[src/hw/rtl/ssps_pkg.sv]
// shared types, codes and constants of the sounding step phase sequencer
// used by ssps_slot_ctrl, ssps_action_dec and sounding_step_phase_sequencer
// no dependencies

package ssps_pkg;

  // sequencer state, idle plus one state per radio slot
  typedef enum logic [6:0] {
    ST_IDLE   = 7'b0000001,
    ST_SYNC_I = 7'b0000010,
    ST_SYNC_R = 7'b0000100,
    ST_TONE_I = 7'b0001000,
    ST_TONE_R = 7'b0010000,
    ST_EXT_I  = 7'b0100000,
    ST_EXT_R  = 7'b1000000
  } state_t;

  // slot code reported on the result channel
  typedef enum logic [2:0] {
    SLOT_SYNC_I = 3'd0,
    SLOT_SYNC_R = 3'd1,
    SLOT_TONE_I = 3'd2,
    SLOT_TONE_R = 3'd3,
    SLOT_EXT_I  = 3'd4,
    SLOT_EXT_R  = 3'd5,
    SLOT_DONE   = 3'd6,
    SLOT_NONE   = 3'd7
  } slot_t;

  typedef enum logic [2:0] {
    ACT_NONE    = 3'd0,
    ACT_TX_SYNC = 3'd1,
    ACT_RX_SYNC = 3'd2,
    ACT_TX_TONE = 3'd3,
    ACT_RX_TONE = 3'd4,
    ACT_SKIP    = 3'd5
  } action_t;

  // step modes
  localparam logic [1:0] MODE_CAL     = 2'd0;
  localparam logic [1:0] MODE_RTT     = 2'd1;
  localparam logic [1:0] MODE_PBR     = 2'd2;
  localparam logic [1:0] MODE_RTT_PBR = 2'd3;

  // configuration register indexes
  localparam logic [2:0] CFG_ROLE        = 3'd0;
  localparam logic [2:0] CFG_IP1         = 3'd1;
  localparam logic [2:0] CFG_IP2         = 3'd2;
  localparam logic [2:0] CFG_FCS         = 3'd3;
  localparam logic [2:0] CFG_TONE_PERIOD = 3'd4;
  localparam logic [2:0] CFG_SWITCH      = 3'd5;
  localparam logic [2:0] CFG_SYNC        = 3'd6;
  localparam logic [2:0] CFG_SEQUENCE    = 3'd7;

  localparam int unsigned CFG_IDX_W  = 3;
  localparam int unsigned CFG_DATA_W = 8;

  // timing constants, microseconds
  localparam logic [7:0] T_RD        = 8'd5;
  localparam logic [7:0] T_GD        = 8'd10;
  localparam logic [7:0] T_FM        = 8'd80;
  localparam logic [1:0] RX_EARLY_US = 2'd2;
  localparam logic [6:0] SYNC_RESET  = 7'd44;

  typedef struct packed {
    logic       role;
    logic [7:0] interlude_one_us;
    logic [7:0] interlude_two_us;
    logic [7:0] freq_change_us;
    logic [5:0] tone_period_us;
    logic [3:0] switch_time_us;
    logic [6:0] sync_time_us;
    logic [6:0] sequence_time_us;
  } cfg_t;

  typedef struct packed {
    logic       func;
    logic [1:0] mode_sel;
    logic [2:0] antenna_paths;
    logic       ext_present_init;
    logic       ext_present_refl;
  } req_t;

  typedef struct packed {
    slot_t      slot;
    logic [7:0] length_us;
    logic [7:0] gap_us;
    logic       step_done;
    logic       bad_advance;
  } rsp_t;

  function automatic logic [7:0] sat8(input logic [8:0] v);
    sat8 = v[8] ? 8'hFF : v[7:0];
  endfunction

endpackage

[src/hw/rtl/ssps_action_dec.sv]
// role dependent action and early-open decode for one slot
// depends on ssps_pkg

module ssps_action_dec (
  input  ssps_pkg::slot_t   slot,
  input  logic              role,
  input  logic [1:0]        ext_flags,
  output ssps_pkg::action_t action,
  output logic [1:0]        early_us
);

  logic tx_side;

  assign tx_side = (~slot[0]) ^ role;

  always_comb begin
    action   = ssps_pkg::ACT_NONE;
    early_us = 2'd0;
    case (slot)
      ssps_pkg::SLOT_SYNC_I, ssps_pkg::SLOT_SYNC_R: begin
        if (tx_side) begin
          action = ssps_pkg::ACT_TX_SYNC;
        end else begin
          action   = ssps_pkg::ACT_RX_SYNC;
          early_us = ssps_pkg::RX_EARLY_US;
        end
      end
      ssps_pkg::SLOT_TONE_I, ssps_pkg::SLOT_TONE_R: begin
        action = tx_side ? ssps_pkg::ACT_TX_TONE : ssps_pkg::ACT_RX_TONE;
      end
      ssps_pkg::SLOT_EXT_I: begin
        if (!ext_flags[0]) action = ssps_pkg::ACT_SKIP;
        else action = tx_side ? ssps_pkg::ACT_TX_TONE : ssps_pkg::ACT_RX_TONE;
      end
      ssps_pkg::SLOT_EXT_R: begin
        if (!ext_flags[1]) action = ssps_pkg::ACT_SKIP;
        else action = tx_side ? ssps_pkg::ACT_TX_TONE : ssps_pkg::ACT_RX_TONE;
      end
      default: begin
        action   = ssps_pkg::ACT_NONE;
        early_us = 2'd0;
      end
    endcase
  end

endmodule

[src/hw/rtl/ssps_slot_ctrl.sv]
// step state and next-slot logic: slot order, lengths and gaps per mode
// depends on ssps_pkg

module ssps_slot_ctrl (
  input  logic             clk,
  input  logic             rst_n,
  input  logic             commit,
  input  ssps_pkg::req_t   req,
  input  ssps_pkg::cfg_t   cfg,
  output ssps_pkg::rsp_t   rsp,
  output logic [1:0]       ext_flags
);

  ssps_pkg::state_t state_r, state_nxt;
  logic [1:0] mode_r, mode_nxt;
  logic [2:0] paths_left_r, paths_left_nxt;
  logic [2:0] paths_loaded_r, paths_loaded_nxt;
  logic [1:0] ext_r, ext_nxt;

  ssps_pkg::state_t from;
  logic [7:0] ty0, ty1, pm, sw, fin, gap_ip1, gap_ip2;

  assign ty0     = {1'b0, cfg.sync_time_us};
  assign ty1     = {1'b0, cfg.sync_time_us} + {1'b0, cfg.sequence_time_us};
  assign pm      = {2'b00, cfg.tone_period_us};
  assign sw      = {4'h0, cfg.switch_time_us};
  assign fin     = ssps_pkg::sat8({1'b0, ssps_pkg::T_RD} + {1'b0, cfg.freq_change_us});
  assign gap_ip1 = ssps_pkg::sat8({1'b0, ssps_pkg::T_RD} + {1'b0, cfg.interlude_one_us});
  assign gap_ip2 = ssps_pkg::sat8({1'b0, ssps_pkg::T_RD} + {1'b0, cfg.interlude_two_us});

  // a start request reloads the step context
  always_comb begin
    if (req.func) begin
      mode_nxt         = req.mode_sel;
      paths_loaded_nxt = req.antenna_paths;
      ext_nxt          = {req.ext_present_refl, req.ext_present_init};
      from             = ssps_pkg::ST_IDLE;
    end else begin
      mode_nxt         = mode_r;
      paths_loaded_nxt = paths_loaded_r;
      ext_nxt          = ext_r;
      from             = state_r;
    end
  end

  assign ext_flags = ext_nxt;

  always_comb begin
    paths_left_nxt  = req.func ? req.antenna_paths : paths_left_r;
    state_nxt       = ssps_pkg::ST_IDLE;
    rsp.slot        = ssps_pkg::SLOT_DONE;
    rsp.length_us   = 8'd0;
    rsp.gap_us      = fin;
    rsp.step_done   = 1'b0;
    rsp.bad_advance = 1'b0;

    if (!req.func && state_r == ssps_pkg::ST_IDLE) begin
      rsp.slot        = ssps_pkg::SLOT_NONE;
      rsp.gap_us      = 8'd0;
      rsp.bad_advance = 1'b1;
    end else begin
      case (mode_nxt)
        ssps_pkg::MODE_CAL: begin
          case (from)
            ssps_pkg::ST_IDLE: begin
              rsp.slot = ssps_pkg::SLOT_SYNC_I; rsp.length_us = ty0; rsp.gap_us = 8'd0;
            end
            ssps_pkg::ST_SYNC_I: begin
              rsp.slot = ssps_pkg::SLOT_SYNC_R; rsp.length_us = ty0; rsp.gap_us = gap_ip1;
            end
            ssps_pkg::ST_SYNC_R: begin
              rsp.slot      = ssps_pkg::SLOT_TONE_R;
              rsp.length_us = ssps_pkg::T_FM;
              rsp.gap_us    = ssps_pkg::T_GD;
            end
            default: rsp.slot = ssps_pkg::SLOT_DONE;
          endcase
        end
        ssps_pkg::MODE_RTT: begin
          case (from)
            ssps_pkg::ST_IDLE: begin
              rsp.slot = ssps_pkg::SLOT_SYNC_I; rsp.length_us = ty1; rsp.gap_us = 8'd0;
            end
            ssps_pkg::ST_SYNC_I: begin
              rsp.slot = ssps_pkg::SLOT_SYNC_R; rsp.length_us = ty1; rsp.gap_us = gap_ip1;
            end
            default: rsp.slot = ssps_pkg::SLOT_DONE;
          endcase
        end
        default: begin
          case (from)
            ssps_pkg::ST_IDLE: begin
              rsp.gap_us = 8'd0;
              if (mode_nxt == ssps_pkg::MODE_PBR) begin
                rsp.slot = ssps_pkg::SLOT_TONE_I; rsp.length_us = pm;
              end else begin
                rsp.slot = ssps_pkg::SLOT_SYNC_I; rsp.length_us = ty1;
              end
            end
            ssps_pkg::ST_SYNC_I: begin
              if (mode_nxt == ssps_pkg::MODE_RTT_PBR) begin
                rsp.slot      = ssps_pkg::SLOT_TONE_I;
                rsp.length_us = pm;
                rsp.gap_us    = ssps_pkg::T_GD;
              end
            end
            ssps_pkg::ST_TONE_I: begin
              rsp.length_us = pm;
              rsp.gap_us    = sw;
              if (paths_left_r != 3'd0) begin
                paths_left_nxt = paths_left_r - 3'd1;
                rsp.slot       = ssps_pkg::SLOT_TONE_I;
              end else begin
                rsp.slot = ssps_pkg::SLOT_EXT_I;
              end
            end
            ssps_pkg::ST_EXT_I: begin
              paths_left_nxt = paths_loaded_r;
              rsp.slot       = ssps_pkg::SLOT_TONE_R;
              rsp.length_us  = pm;
              rsp.gap_us     = gap_ip2;
            end
            ssps_pkg::ST_TONE_R: begin
              rsp.length_us = pm;
              rsp.gap_us    = sw;
              if (paths_left_r != 3'd0) begin
                paths_left_nxt = paths_left_r - 3'd1;
                rsp.slot       = ssps_pkg::SLOT_TONE_R;
              end else begin
                rsp.slot = ssps_pkg::SLOT_EXT_R;
              end
            end
            ssps_pkg::ST_EXT_R: begin
              paths_left_nxt = paths_loaded_r;
              if (mode_nxt == ssps_pkg::MODE_RTT_PBR) begin
                rsp.slot      = ssps_pkg::SLOT_SYNC_R;
                rsp.length_us = ty1;
                rsp.gap_us    = ssps_pkg::T_RD;
              end
            end
            default: rsp.slot = ssps_pkg::SLOT_DONE;
          endcase
        end
      endcase

      case (rsp.slot)
        ssps_pkg::SLOT_SYNC_I: state_nxt = ssps_pkg::ST_SYNC_I;
        ssps_pkg::SLOT_SYNC_R: state_nxt = ssps_pkg::ST_SYNC_R;
        ssps_pkg::SLOT_TONE_I: state_nxt = ssps_pkg::ST_TONE_I;
        ssps_pkg::SLOT_TONE_R: state_nxt = ssps_pkg::ST_TONE_R;
        ssps_pkg::SLOT_EXT_I:  state_nxt = ssps_pkg::ST_EXT_I;
        ssps_pkg::SLOT_EXT_R:  state_nxt = ssps_pkg::ST_EXT_R;
        default: begin
          state_nxt     = ssps_pkg::ST_IDLE;
          rsp.length_us = 8'd0;
          rsp.step_done = 1'b1;
        end
      endcase
    end
  end

  always_ff @(posedge clk) begin
    if (!rst_n) begin
      state_r        <= ssps_pkg::ST_IDLE;
      mode_r         <= 2'd0;
      paths_left_r   <= 3'd0;
      paths_loaded_r <= 3'd0;
      ext_r          <= 2'd0;
    end else if (commit && !rsp.bad_advance) begin
      state_r        <= state_nxt;
      mode_r         <= mode_nxt;
      paths_left_r   <= paths_left_nxt;
      paths_loaded_r <= paths_loaded_nxt;
      ext_r          <= ext_nxt;
    end
  end

endmodule

[src/hw/rtl/sounding_step_phase_sequencer.sv]
// Sequencer for the radio slots of one channel-sounding step, modes 0 to 3.
// A start request latches mode, antenna path count and extension flags and
// enters the first slot; each advance request enters the next slot, or is flagged
// bad_advance when no step is active. Every request gives exactly one result. A
// request passes an input register, the next-slot logic and a result register;
// the block takes one request per clock while the output is not stalled. The
// result register decouples the sides, so a stalled output holds one result
// while one more request waits in the input register.
// Depends on ssps_pkg, ssps_slot_ctrl and ssps_action_dec.

module sounding_step_phase_sequencer (
  input  logic        clk,
  input  logic        rst_n,

  input  logic        cfg_we,
  input  logic [2:0]  cfg_index,
  input  logic [7:0]  cfg_wdata,

  input  logic        in_tvalid,
  output logic        in_tready,
  // mode_sel[1:0], antenna_paths[4:2], ext_present_init[5], ext_present_refl[6]
  input  logic [7:0]  in_tdata,
  // func[0]
  input  logic        in_tuser,

  output logic        out_tvalid,
  input  logic        out_tready,
  // slot[2:0], action[5:3], length_us[13:6], gap_us[21:14], early_us[23:22]
  output logic [23:0] out_tdata,
  // step_done
  output logic        out_tlast,
  // bad_advance[0]
  output logic        out_tuser
);

  ssps_pkg::cfg_t    cfg_r;
  ssps_pkg::req_t    req_r;
  ssps_pkg::rsp_t    rsp;
  ssps_pkg::action_t action;
  logic              in_valid_r;
  logic              out_valid_r;
  logic              in_accept;
  logic              advance;
  logic [1:0]        ext_flags;
  logic [1:0]        early_us;
  logic [23:0]       out_data_r;
  logic              out_last_r;
  logic              out_user_r;

  assign advance   = in_valid_r && (!out_valid_r || out_tready);
  assign in_tready = !in_valid_r || advance;
  assign in_accept = in_tvalid && in_tready;

  always_ff @(posedge clk) begin
    if (!rst_n) begin
      cfg_r.role             <= 1'b0;
      cfg_r.interlude_one_us <= 8'd0;
      cfg_r.interlude_two_us <= 8'd0;
      cfg_r.freq_change_us   <= 8'd0;
      cfg_r.tone_period_us   <= 6'd0;
      cfg_r.switch_time_us   <= 4'd0;
      cfg_r.sync_time_us     <= ssps_pkg::SYNC_RESET;
      cfg_r.sequence_time_us <= 7'd0;
    end else if (cfg_we) begin
      case (cfg_index)
        ssps_pkg::CFG_ROLE:        cfg_r.role             <= cfg_wdata[0];
        ssps_pkg::CFG_IP1:         cfg_r.interlude_one_us <= cfg_wdata;
        ssps_pkg::CFG_IP2:         cfg_r.interlude_two_us <= cfg_wdata;
        ssps_pkg::CFG_FCS:         cfg_r.freq_change_us   <= cfg_wdata;
        ssps_pkg::CFG_TONE_PERIOD: cfg_r.tone_period_us   <= cfg_wdata[5:0];
        ssps_pkg::CFG_SWITCH:      cfg_r.switch_time_us   <= cfg_wdata[3:0];
        ssps_pkg::CFG_SYNC:        cfg_r.sync_time_us     <= cfg_wdata[6:0];
        ssps_pkg::CFG_SEQUENCE:    cfg_r.sequence_time_us <= cfg_wdata[6:0];
        default: cfg_r.role <= cfg_r.role;
      endcase
    end
  end

  // input register
  always_ff @(posedge clk) begin
    if (!rst_n) begin
      in_valid_r <= 1'b0;
    end else if (in_accept) begin
      in_valid_r <= 1'b1;
    end else if (advance) begin
      in_valid_r <= 1'b0;
    end
  end

  always_ff @(posedge clk) begin
    if (in_accept) begin
      req_r.func             <= in_tuser;
      req_r.mode_sel         <= in_tdata[1:0];
      req_r.antenna_paths    <= in_tdata[4:2];
      req_r.ext_present_init <= in_tdata[5];
      req_r.ext_present_refl <= in_tdata[6];
    end
  end

  ssps_slot_ctrl u_ctrl (
    .clk       (clk),
    .rst_n     (rst_n),
    .commit    (advance),
    .req       (req_r),
    .cfg       (cfg_r),
    .rsp       (rsp),
    .ext_flags (ext_flags)
  );

  ssps_action_dec u_action (
    .slot      (rsp.slot),
    .role      (cfg_r.role),
    .ext_flags (ext_flags),
    .action    (action),
    .early_us  (early_us)
  );

  // result register
  always_ff @(posedge clk) begin
    if (!rst_n) begin
      out_valid_r <= 1'b0;
    end else if (advance) begin
      out_valid_r <= 1'b1;
    end else if (out_tready) begin
      out_valid_r <= 1'b0;
    end
  end

  always_ff @(posedge clk) begin
    if (advance) begin
      out_data_r <= {early_us, rsp.gap_us, rsp.length_us, action, rsp.slot};
      out_last_r <= rsp.step_done;
      out_user_r <= rsp.bad_advance;
    end
  end

  assign out_tvalid = out_valid_r;
  assign out_tdata  = out_data_r;
  assign out_tlast  = out_last_r;
  assign out_tuser  = out_user_r;

endmodule

[config.mk]
export PLATFORM = sky130hd
export DESIGN_NAME = sounding_step_phase_sequencer
export DESIGN_NICKNAME = d
export VERILOG_FILES = /design/src/hw/rtl/ssps_pkg.sv /design/src/hw/rtl/ssps_action_dec.sv /design/src/hw/rtl/ssps_slot_ctrl.sv /design/src/hw/rtl/sounding_step_phase_sequencer.sv
export SDC_FILE = /design/constraint.sdc
export NUM_CORES = 1
export LEC_CHECK = 0
export ABC_CLOCK_PERIOD_IN_PS = 3100
export BUFFER_PORTS_ARGS = -buffer_cell sky130_fd_sc_hd__buf_2
export CAP_MARGIN = 20
export CORE_UTILIZATION = 50
export CTS_BUF_LIST = sky130_fd_sc_hd__clkbuf_4
export DETAILED_ROUTE_END_ITERATION = 12
export GPL_ROUTABILITY_DRIVEN = 0
export PLACE_DENSITY_LB_ADDON = 0.05
export SETUP_SLACK_MARGIN = 0.2
export SYNTH_ARGS = -nofsm -noshare
export SYNTH_HDL_FRONTEND = slang
export SYNTH_SLANG_ARGS = --single-unit
[constraint.sdc]
create_clock -name clk -period 3.1 [get_ports clk]
set_input_delay 0.155 -clock clk [delete_from_list [all_inputs] [get_ports clk]]
set_output_delay 0.155 -clock clk [all_outputs]
set_load 0.01 [all_outputs]
# Yosys cells after proc, flatten, opt, wreduce, memory -nomap -nowiden
# Index checks and enable logic that the tools add are counted.
[op_classes]
n_reduce_logical = 33
eq_ne = 28
n_mux = 39
bitwise = 3
addsub = 5
[ops]
columns = ["op", "count"]
rows = [
  ["$pmux 16 s5", 1],
  ["$mux 19", 3],
  ["$pmux 15 s3", 1],
  ["$pmux 7 s6", 1],
  ["$pmux 19 s2", 1],
  ["$pmux 16 s2", 1],
  ["$mux 3", 10],
  ["$add 3x8->9 const A", 3],
  ["$eq 3x3->1 const B", 8],
  ["$mux 8", 3],
  ["$eq 3x2->1 const B", 6],
  ["$pmux 3 s6", 1],
  ["$reduce_and 2->1", 9],
  ["$eq 7x1->1 const B", 2],
  ["$mux 7", 2],
  ["$pmux 3 s2", 2],
  ["$pmux 3 s4", 1],
  ["$reduce_or 2->1", 6],
  ["$mux 10", 1],
  ["$eq 3x1->1 const B", 3],
  ["$logic_not 3->1", 3],
  ["$pmux 3 s3", 1],
  ["$add 7x7->8", 1],
  ["$mux 2", 4],
  ["19 further kinds", 34],
]
[word_totals]
output_inout_bits = 28
in_bits = 25
ff_bits = 102
elab_cells = 134

# Depth between registers and ports, before layout
# Gate-level depths: netlist of the first run.
[logic_depth]
ltp_word = 12
mapped_depth = 9
depth_no_buf = 9

# Cells and area by module
# Synthesis of the first run repeated with hierarchy kept, for this count alone.
[unflattened]
cells_unflattened = 627
area_unflattened_um2 = 5873.1
[modules_own_cells]
columns = ["mod", "area_each_um2", "cells_per_inst", "seq_area_each_um2", "instances"]
rows = [
  ["sounding_step_phase_sequencer", 3027.9, 226, 2042.0, 1],
  ["ssps_slot_ctrl", 2717.6, 382, 340.3, 1],
  ["ssps_action_dec", 127.6, 19, 0.0, 1],
]

# Worst setup path before layout of the first run
# OpenSTA, ideal clock, no wires.
[synth_path]
kind = "reg2reg"
startpoint = "register req_r[7] (netlist name)"
endpoint = "register out_data_r[4], in the netlist out_tdata[4], data pin"
path_buffers = 1
required_time_ns = 2.833
t_arrival_ns = 2.148
setup_ns = 0.267
path_stages_with_launch = 8
period_less_slack_ns = 2.416
slack_ns = 0.684
path_cell_list = "edfxtp_1 clkbuf_1 nor4_1 o211ai_1 o311a_1 a2111oi_2 xor2_1 o22ai_1"
[synth_via]
elab_chain_len = 12
elab_cells_between_ends = 40
classes_between = "eq/ne (15); mux (17); bitwise (2); reduce/logical (6)"
[synth_rtl]
columns = ["item", "line_no", "text"]
rows = [
  ["start, declared", "sounding_step_phase_sequencer.sv:37", "ssps_pkg::req_t req_r;"],
  ["$mux 2", "ssps_slot_ctrl.sv:33", "if (req.func) begin"],
  ["$eq 2x2->1", "ssps_slot_ctrl.sv:101, ssps_slot_ctrl.sv:135", ""],
  ["$mux 19", "ssps_slot_ctrl.sv:135", "if (mode_nxt == ssps_pkg::MODE_RTT_PBR) begin"],
  ["$pmux 3 s6", "ssps_slot_ctrl.sv:91", "case (from)"],
  ["$pmux 19 s2", "ssps_slot_ctrl.sv:62", "case (mode_nxt)"],
  ["$mux 19", "ssps_slot_ctrl.sv:57", "if (!req.func && state_r == ssps_pkg::ST_IDLE) begin"],
  ["$mux 3", "ssps_slot_ctrl.sv:57", ""],
  ["$not 1->1", "ssps_action_dec.sv:14", "assign tx_side = (~slot[0]) ^ role;"],
  ["$xor 1x1->1", "ssps_action_dec.sv:14", ""],
  ["$mux 3", "ssps_action_dec.sv:29, ssps_action_dec.sv:33, ssps_action_dec.sv:37", ""],
  ["$mux 3, on equally long branches", "ssps_action_dec.sv:36, ssps_action_dec.sv:32", ""],
  ["$pmux 3 s4 *", "ssps_action_dec.sv:19", "case (slot)"],
  ["named net action[1]", "sounding_step_phase_sequencer.sv:39", "ssps_pkg::action_t action;"],
  ["end signal, assigned", "sounding_step_phase_sequencer.sv:131", "out_data_r <= {early_us, rsp.gap_us, rsp.length_us, action, rsp.slot};"],
  ["end, declared", "sounding_step_phase_sequencer.sv:46", "logic [23:0] out_data_r;"],
]
# Mark *: on every way through the listed nets, which the timed path passes. The rest lies on a longest branch. The select of a mux whose other input is x is not followed.
# A chain may end at the register's enable or synchronous reset.

# Worst setup path after layout of the first run
[layout_path]
startpoint = "register u_ctrl.state_r[6]"
endpoint = "register out_data_r[3], in the netlist out_tdata[3], data pin"
[layout_via]
elab_chain_len = 11
elab_cells_between_ends = 31
classes_between = "eq/ne (13); mux (12); bitwise (2); reduce/logical (4)"
[layout_rtl]
columns = ["item", "line_no", "text"]
rows = [
  ["start, declared", "ssps_slot_ctrl.sv:14", "ssps_pkg::state_t state_r, state_nxt;"],
  ["start signal, assigned", "ssps_slot_ctrl.sv:164", "state_r <= ssps_pkg::ST_IDLE;"],
  ["start signal, assigned", "ssps_slot_ctrl.sv:170", "state_r <= state_nxt;"],
  ["$mux 7", "ssps_slot_ctrl.sv:33", ""],
  ["$eq 7x7->1, or another cell as far along", "ssps_slot_ctrl.sv:91", ""],
  ["$pmux 3 s6, or another cell as far along", "ssps_slot_ctrl.sv:91", ""],
  ["$pmux 19 s2", "ssps_slot_ctrl.sv:62", ""],
  ["$mux 19", "ssps_slot_ctrl.sv:57", ""],
  ["$mux 3 *", "ssps_slot_ctrl.sv:57", ""],
  ["$not 1->1", "ssps_action_dec.sv:14", ""],
  ["$xor 1x1->1", "ssps_action_dec.sv:14", ""],
  ["$mux 3", "ssps_action_dec.sv:29, ssps_action_dec.sv:33, ssps_action_dec.sv:37", ""],
  ["$mux 3, on equally long branches", "ssps_action_dec.sv:36, ssps_action_dec.sv:32", ""],
  ["$pmux 3 s4 *", "ssps_action_dec.sv:19", ""],
  ["named net action[0]", "sounding_step_phase_sequencer.sv:39", ""],
]
# Marked as above.

==> results of run 1 <==
## worst reg2reg max path: stages, from the launching register on
cell      delay [ns]
dfxtp_1         0.40
or4_4           0.54
or3_1           0.41
o211a_4         0.20
a211oi_4        0.40
or2_4           0.24
inv_2           0.06
nor4_1          0.29
## timing repair
action                                 4_1_cts  5_1_grt
gates resized for setup                      0        0
setup buffers                                0        0
hold buffers                                15        0
endpoints found under the hold margin       26        0
## logic make-up after synthesis
family	share of synthesized area
AND/OR/NAND/NOR	0.232
AO/OA/AOI/OAI	0.196
flip-flops	0.438
buffers and inverters	0.0338
multiplexers	0.0373
XOR/XNOR	0.0310
adder cells (fa/ha/maj)	0.0317
other	0.000698
## cell usage after synthesis (3+ instances only)
cell type / instances
nand2_1: 119
dfxtp_1: 68
a21oi_1: 66
nor2_1: 59
edfxtp_1: 33
o21ai_0: 22
mux2i_1: 20
nand3_1: 20
clkbuf_1: 17
inv_1: 16
ha_1: 12
nand2b_1: 10
xnor2_1: 10
xor2_1: 9
a221o_1: 8
nor3_1: 8
buf_2: 7
nor2b_1: 7
nor4_1: 6
o22ai_1: 6
a211oi_1: 5
a31oi_1: 5
and3_1: 5
a21o_1: 4
a32oi_1: 4
a22oi_1: 3
and2_1: 3
nand4b_1: 3
nor3b_1: 3
nor4b_1: 3
o211ai_1: 3
o221ai_1: 3
o31ai_1: 3
o32ai_1: 3
or2_2: 3
## power groups by stage
stage,Sequential [uW],Clock [uW],Combinational [uW]
3_3_place_gp,1480,0,312
2_1_floorplan,1480,0,204
5_1_grt,1460,683,370
4_1_cts,1450,630,335
6_report,1450,619,336
3_5_place_dp,1480,0,319
## final cells by class
type | instances | area (sq um) | share of cell area
Multi-Input combinational cell | 473 | 2840 | 0.469
Sequential cell | 101 | 2350 | 0.389
Timing Repair Buffer | 79 | 505 | 0.0836
Tap cell | 136 | 170 | 0.0281
Clock buffer | 12 | 90.1 | 0.0149
Inverter | 18 | 67.6 | 0.0112
Clock inverter | 4 | 23.8 | 0.00393
## worst max path at each step
stage / start / end / slack, ns / depth (start not counted)
after floorplan: req_r[7] / out_tdata[4] / 0.68 / 7
after global placement: u_ctrl.state_r[6] / u_ctrl.state_r[0] / 0.46 / 7
after detailed placement: u_ctrl.state_r[6] / out_tdata[3] / 0.41 / 7
after CTS: u_ctrl.state_r[6] / out_tdata[3] / 0.37 / 7
after global routing: req_r[7] / out_tdata[4] / 0.22 / 8
final: u_ctrl.state_r[6] / out_tdata[3] / 0.38 / 7
## through the flow
stage	power, uW	util	setup slack [ns]	instance area [sq um]
floorplan	1690	-	0.684	5370
global placement	1790	0.558	0.464	5780
detailed placement	1800	0.558	0.408	5780
CTS	2420	0.583	0.365	6050
global route	2510	0.583	0.220	6050
finish	2410	0.583	0.375	6050
## flip-flops by register name, summed over array words and instances, names as in the netlist
| register | flops |
|---|---|
| out_tlast | 1 |
| out_tvalid | 1 |
| in_valid_r | 1 |
| out_tuser | 1 |
| out_tdata | 23 |
| u_ctrl.state_r | 7 |
| u_ctrl.mode_r | 2 |
| u_ctrl.paths_left_r | 3 |
| u_ctrl.ext_r | 2 |
| req_r | 8 |
| cfg_r | 49 |
| u_ctrl.paths_loaded_r | 3 |
## cells in the final DEF (no fill, tap or decap), types with 4 or more instances in the layout
cell type | netlist | final
a211oi_1 | 5 | 5
a21o_1 | 4 | 4
a21oi_1 | 66 | 66
a221o_1 | 8 | 8
a31oi_1 | 5 | 5
a32oi_1 | 4 | 4
and3_1 | 5 | 5
buf_2 | 7 | 50
buf_4 | 1 | 14
clkbuf_4 | 0 | 12
dfxtp_1 | 68 | 68
dlygate4sd3_1 | 0 | 15
edfxtp_1 | 33 | 33
ha_1 | 12 | 12
inv_1 | 16 | 16
mux2i_1 | 20 | 20
nand2_1 | 119 | 119
nand2b_1 | 10 | 10
nand3_1 | 20 | 20
nor2_1 | 59 | 59
nor2b_1 | 7 | 7
nor3_1 | 8 | 8
nor4_1 | 6 | 6
o21ai_0 | 22 | 22
o22ai_1 | 6 | 6
xnor2_1 | 10 | 10
xor2_1 | 9 | 9
## per-layer routing
metal	global-route usage	share of wire	vias up
met5	0	0	-
met4	0.0952	0.021	0
met3	0.0408	0.044	23
met2	0.430	0.48	142
met1	0.337	0.46	2261
li1	-	-	2367
==> impl_results.md, run 1 <==
* Avg WL per Cell at 16.8 um
* Final Hold Viols at 0
* Worst r2r src: u_ctrl.state_r[6]
* EDFF count, synth at 33
* Synthesis warning total at 0
* Antenna cell count at 0
* Hold depth at 3
* Hold_ws at about 0.015 ns
* Critical path peak fanout at 8
* Hold Startpoint: cfg_wdata[0]
* Setup-failing EPs final at 0
* Crit-path cells: or4_4 > or3_1 > o211a_4 > a211oi_4 > or2_4 > inv_2 > nor4_1
* Remaining DRCs at 0
* Initial DRC count at between 300 and 400
* Max_cap viols at 0
* Num rows at 37
* Drt pass-1 iters at 5
* Worst EP required at 3.37 ns
* Die Span Y at about 110 um
* Sw power at ~670 uW
* Synth Net Count at ~660
* Status: finished clean
* Async SR Flop Fraction at 0
* CTS Root Cell: clkbuf_4
* Via/cell ratio at 5.82
* Inst Count DP at a little under 800
* RSZ-0062 raised after global routing: no
* Worst stage delay on the critical path at approximately 0.54 ns
* Power density cells at approximately 400 mW/mm^2
* WP buf/inv at 1
* Layout fillers at just under 1000
* # IOs at between 50 and 60
* Synth top area cells: dfxtp_1 25%, edfxtp_1 18%, nand2_1 8.3%, a21oi_1 6.1%, nor2_1 4.1%
* Horiz. Die Dim at 106 um
* Int Power at around 1700 uW
* Family with the most delay on the worst path: simple AND/OR/NAND/NOR gates
* Lkg Pwr at about 0.0023 uW
* Hold Path End: cfg_r[32]
* Core Region at between 0.01 and 0.015 sq mm
* Synth Cell Area at 0.00537 sq mm
* Initial antenna violation count at 0
* Initial cell density of the core at 0.518
* Worst R2R Path Depth at 7
* Net Sw Frac at 0.277
* Nature of the critical path startpoint: register
* Max Clock Skew at approximately 0.023 ns
* H-tree levels at 3
* GRT Total Usage at 0.258
* Max Slew Vio Count at 0
* Area Growth Syn to Fin at 12.6%
* Slowest CP cell: or4_4
* Final period utilization at 0.879
* Max-slew headroom at 0.267
* Top FF cell, synth: dfxtp_1
* Final wirelength at 13800 um
* Fin cells at just over 800
* WS Path Type: reg -> reg
* Worst slew pin tran at roughly 1.1 ns
* Peak Freq at ~370 MHz
* Clk_lat worst skew at 0.47 ns
* Seq pwr share at 0.603
* Sequential share of the synthesized area at 0.438
* Nets at between 700 and 800
* PortBufs at 50
* Arr. time, crit path at roughly 3.0 ns
* Clock-pin slew on the worst setup and hold paths at ~0.15 ns
* CTS tree: built
* Routed vias at approximately 4800
* Setup TNS at 0 ns
* R2R Setup Slk at approximately 0.38 ns
* Combinational Power Share at 0.140
* Clk pwr share at 0.257
* Hold WC Path Type: in -> reg
* Synth area leader: dfxtp_1
* Largest net degree at the start of global routing at 63
* Synth Register Bits at ~100
* TritonCTS buffer count at 9
* Die area at ~0.011 sq mm
* Share of cells above drive strength 1 at 0.141
* CTS max path bufs at 2
* Final ANT Viol Nets at 0
* Synthesized instance count at 619
* Post-synth top area share at 0.253
* First-pass GRT wire length at 22300 um
* Number of distinct library cells after synthesis at between 60 and 70
* Final min period at 2.72 ns
* Vias in the first global route at 4463
* Clock sinks at around 100
* Grt ovf at 0
* Syn avg cell area at 8.68 sq um
* HPWL after DPL at around 10000 um
* Maximum vdd drop at between 200 and 250 uV
* Crit end category: register
* Reg2reg end: out_tdata[3]
No activity file was read; power rests on OpenSTA's default activity.
==> inputs of run 2 (changes only) <==
--- a/config.mk
+++ b/config.mk
@@ -8,7 +8,9 @@
 export ABC_CLOCK_PERIOD_IN_PS = 3100
 export BUFFER_PORTS_ARGS = -buffer_cell sky130_fd_sc_hd__buf_2
 export CAP_MARGIN = 20
-export CORE_UTILIZATION = 50
+export CELL_PAD_IN_SITES_DETAIL_PLACEMENT = 1
+export CELL_PAD_IN_SITES_GLOBAL_PLACEMENT = 2
+export CORE_UTILIZATION = 38
 export CTS_BUF_LIST = sky130_fd_sc_hd__clkbuf_4
 export DETAILED_ROUTE_END_ITERATION = 12
 export GPL_ROUTABILITY_DRIVEN = 0
==> run 2 against run 1 <==
- critical path depth did not move
- worst setup slack got worse by 0.081 ns
- utilization fell by 14 points
- final area rose by 2.0%
- via count rose by 1.0%
- combinational power rose by 7.4%
- sequential share of layout area fell by 0.73 points
- fmax fell by 2.9%
- sequential power barely moved
- global-route usage fell by 1.3 points
- critical path type unchanged
- critical endpoint unchanged
==> impl_results.md, run 2 (synthesized netlist as in run 1, its figures left out) <==
* Status: finished clean (unchanged)
* Vias in the first global route at 4906 (was 4463)
* TritonCTS buffer count at 9 (unchanged)
* CTS max path bufs at 2 (unchanged)
* Initial antenna violation count at 1 (was 0)
* Drt pass-1 iters at 4 (was 5)
* Worst R2R Path Depth at 7 (unchanged)
* Max_cap viols at 0 (unchanged)
* Core Region at 0.0138 sq mm (was 0.0104 sq mm)
* Num rows at 43 (was 37)
* Nets at 724 (was 720)
* Max-slew headroom at 0.453 (was 0.267)
* Met2 Track Usage GR at 0.387 (was 0.430)
* Hold Startpoint: cfg_wdata[2] (was cfg_wdata[0])
* HPWL after DPL at 12500 um (was 10100 um)
* Max Clock Skew at 0.0286 ns (was 0.0230 ns)
* Hold WC Path Type: in -> reg (unchanged)
* Remaining DRCs at 0 (unchanged)
* Reg2reg end: out_tdata[3] (unchanged)
* Maximum vdd drop at 175 uV (was 249 uV)
* Hold Path End: cfg_r[2] (was cfg_r[32])
* Initial cell density of the core at 0.389 (was 0.518)
* Area after DPL at 0.00586 sq mm (was 0.00578 sq mm)
* GRT met1 Usage at 0.346 (was 0.337)
* Critical path peak fanout at 8 (unchanged)
* Power density cells at 402 mW/mm^2 (was 398 mW/mm^2)
* Nature of the critical path startpoint: register (unchanged)
* First-pass GRT wire length at 27000 um (was 22300 um)
* Crit end category: register (unchanged)
* Int Power at 1760 uW (was 1740 uW)
* Net Sw Frac at 0.292 (was 0.277)
* Via/cell ratio at 5.55 (was 5.82)
* Max Slew Vio Count at 0 (unchanged)
* Final Cell Area at 0.00617 sq mm (was 0.00605 sq mm)
* Worst EP required at 3.42 ns (was 3.37 ns)
* Worst slew pin tran at 0.819 ns (was 1.10 ns)
* Final ANT Viol Nets at 0 (unchanged)
* Routed vias at 4842 (was 4793)
* Horiz. Die Dim at 121 um (was 106 um)
* Area Growth Syn to Fin at 14.8% (was 12.6%)
* Final min period at 2.81 ns (was 2.72 ns)
* Clock sinks at 101 (unchanged)
* Max reg flops at 49 (unchanged)
* Die area at 0.0146 sq mm (was 0.0112 sq mm)
* Register with the most flip-flops: cfg_r (unchanged)
* Final wirelength at 16800 um (was 13800 um)
* Peak Freq at 356 MHz (was 367 MHz)
* Hold depth at 3 (unchanged)
* GRT Max-Usage Layer: met2 (unchanged)
* Initial DRC count at 395 (was 312)
* CTS Root Cell: clkbuf_4 (unchanged)
* Arr. time, crit path at 3.12 ns (was 3.00 ns)
* Largest net degree at the start of global routing at 44 (was 63)
* Met3 Use GR at 0.0343 (was 0.0408)
* Die Span Y at 121 um (was 106 um)
* CTS tree: built (unchanged)
* WS Path Type: reg -> reg (unchanged)
* Lkg Pwr at 0.00229 uW (was 0.00227 uW)
* Combinational Power Share at 0.145 (was 0.140)
* PortBufs at 50 (unchanged)
* Worst r2r src: req_r[7] (was u_ctrl.state_r[6])
* GRT Total Usage at 0.245 (was 0.258)
* RSZ-0062 raised after global routing: no (unchanged)
* Sw power at 725 uW (was 666 uW)
* # IOs at 53 (unchanged)
* Share of cells above drive strength 1 at 0.146 (was 0.141)
* Layout fillers at 1619 (was 978)
* Clk_lat worst skew at 0.49 ns (was 0.47 ns)
* Final period utilization at 0.905 (was 0.879)
* Final Hold Viols at 0 (unchanged)
* Avg WL per Cell at 19.3 um (was 16.8 um)
* Setup-failing EPs final at 0 (unchanged)
* Grt ovf at 0 (unchanged)
* H-tree levels at 3 (unchanged)
* Commonest cells after routing, fill and taps aside: 119 x nand2_1, 67 x dfxtp_1, 66 x a21oi_1 (was 119 x nand2_1, 68 x dfxtp_1, 66 x a21oi_1)
* R2R Setup Slk at 0.29 ns (was 0.38 ns)
* Clock-pin slew on the worst setup and hold paths at 0.17 ns (was 0.15 ns)
* Setup TNS at 0 ns (unchanged)
* Seq pwr share at 0.587 (was 0.603)
* Clk pwr share at 0.267 (was 0.257)
* Commonest non-fill, non-tap cell in the layout: nand2_1 (unchanged)
==> run 2: metrics by stage <==
stage / power (uW) / util / hold slack [ns] / cells / worst slack [ns]
floorplan: 1690 / - / 0.254 / 619 / 0.684
global placement: 1820 / 0.424 / 0.335 / 837 / 0.353
detailed placement: 1830 / 0.424 / 0.335 / 837 / 0.317
CTS: 2500 / 0.445 / 0.000851 / 871 / 0.296
global route: 2600 / 0.446 / 0.0318 / 872 / 0.217
finish: 2480 / 0.446 / 0.0321 / 872 / 0.294
==> run 2: cell type report <==
class                           count  area [sq um]  share of cell area
Multi-Input combinational cell    473          2840               0.461
Tap cell                          180           225              0.0365
Sequential cell                   101          2350               0.382
Inverter                           18          67.6              0.0110
Timing Repair Buffer               83           556              0.0901
Antenna cell                        1          2.50            0.000406
Clock inverter                      4          30.0             0.00487
Clock buffer                       12          90.1              0.0146
==> run 2: critical path, stage by stage (launching register included) <==
cell and delay (ns):
edfxtp_1 0.56, or4_4 0.50, or3_1 0.40, o211a_4 0.21, a211oi_4 0.39, or2_4 0.23
inv_2 0.07, nor4_1 0.27
==> run 2: power groups by stage <==
stage          logic [uW]  registers (uW)  clock network (uW)
6_report              361            1460                 663
5_1_grt               397            1460                 737
4_1_cts               360            1460                 687
3_5_place_dp          341            1490                   0
3_3_place_gp          333            1480                   0
2_1_floorplan         204            1480                   0
==> run 2: what timing repair did <==
item	CTS	global route
setup endpoints to repair	0	3
gates resized for setup	0	2
buffers inserted	0	0
hold buffers	18	0
endpoints found under the hold margin	40	0
==> run 2: worst max-delay path by stage <==
stage	endpoint	start	cells after the start	slack, ns
global placement	u_ctrl.state_r[0]	u_ctrl.state_r[1]	7	0.35
global route	u_ctrl.state_r[0]	u_ctrl.state_r[6]	7	0.22
finish	out_tdata[3]	req_r[7]	7	0.29
CTS	u_ctrl.state_r[0]	u_ctrl.state_r[1]	7	0.30
floorplan	out_tdata[4]	req_r[7]	7	0.68
detailed placement	u_ctrl.state_r[0]	u_ctrl.state_r[1]	7	0.32
==> run 2: routing by layer <==
| layer | share of wire | up-vias |
|---|---|---|
| li1 | - | 2357 |
| met1 | 0.49 | 2395 |
| met2 | 0.47 | 71 |
| met3 | 0.032 | 19 |
| met4 | 0.013 | 0 |
| met5 | 0 | - |
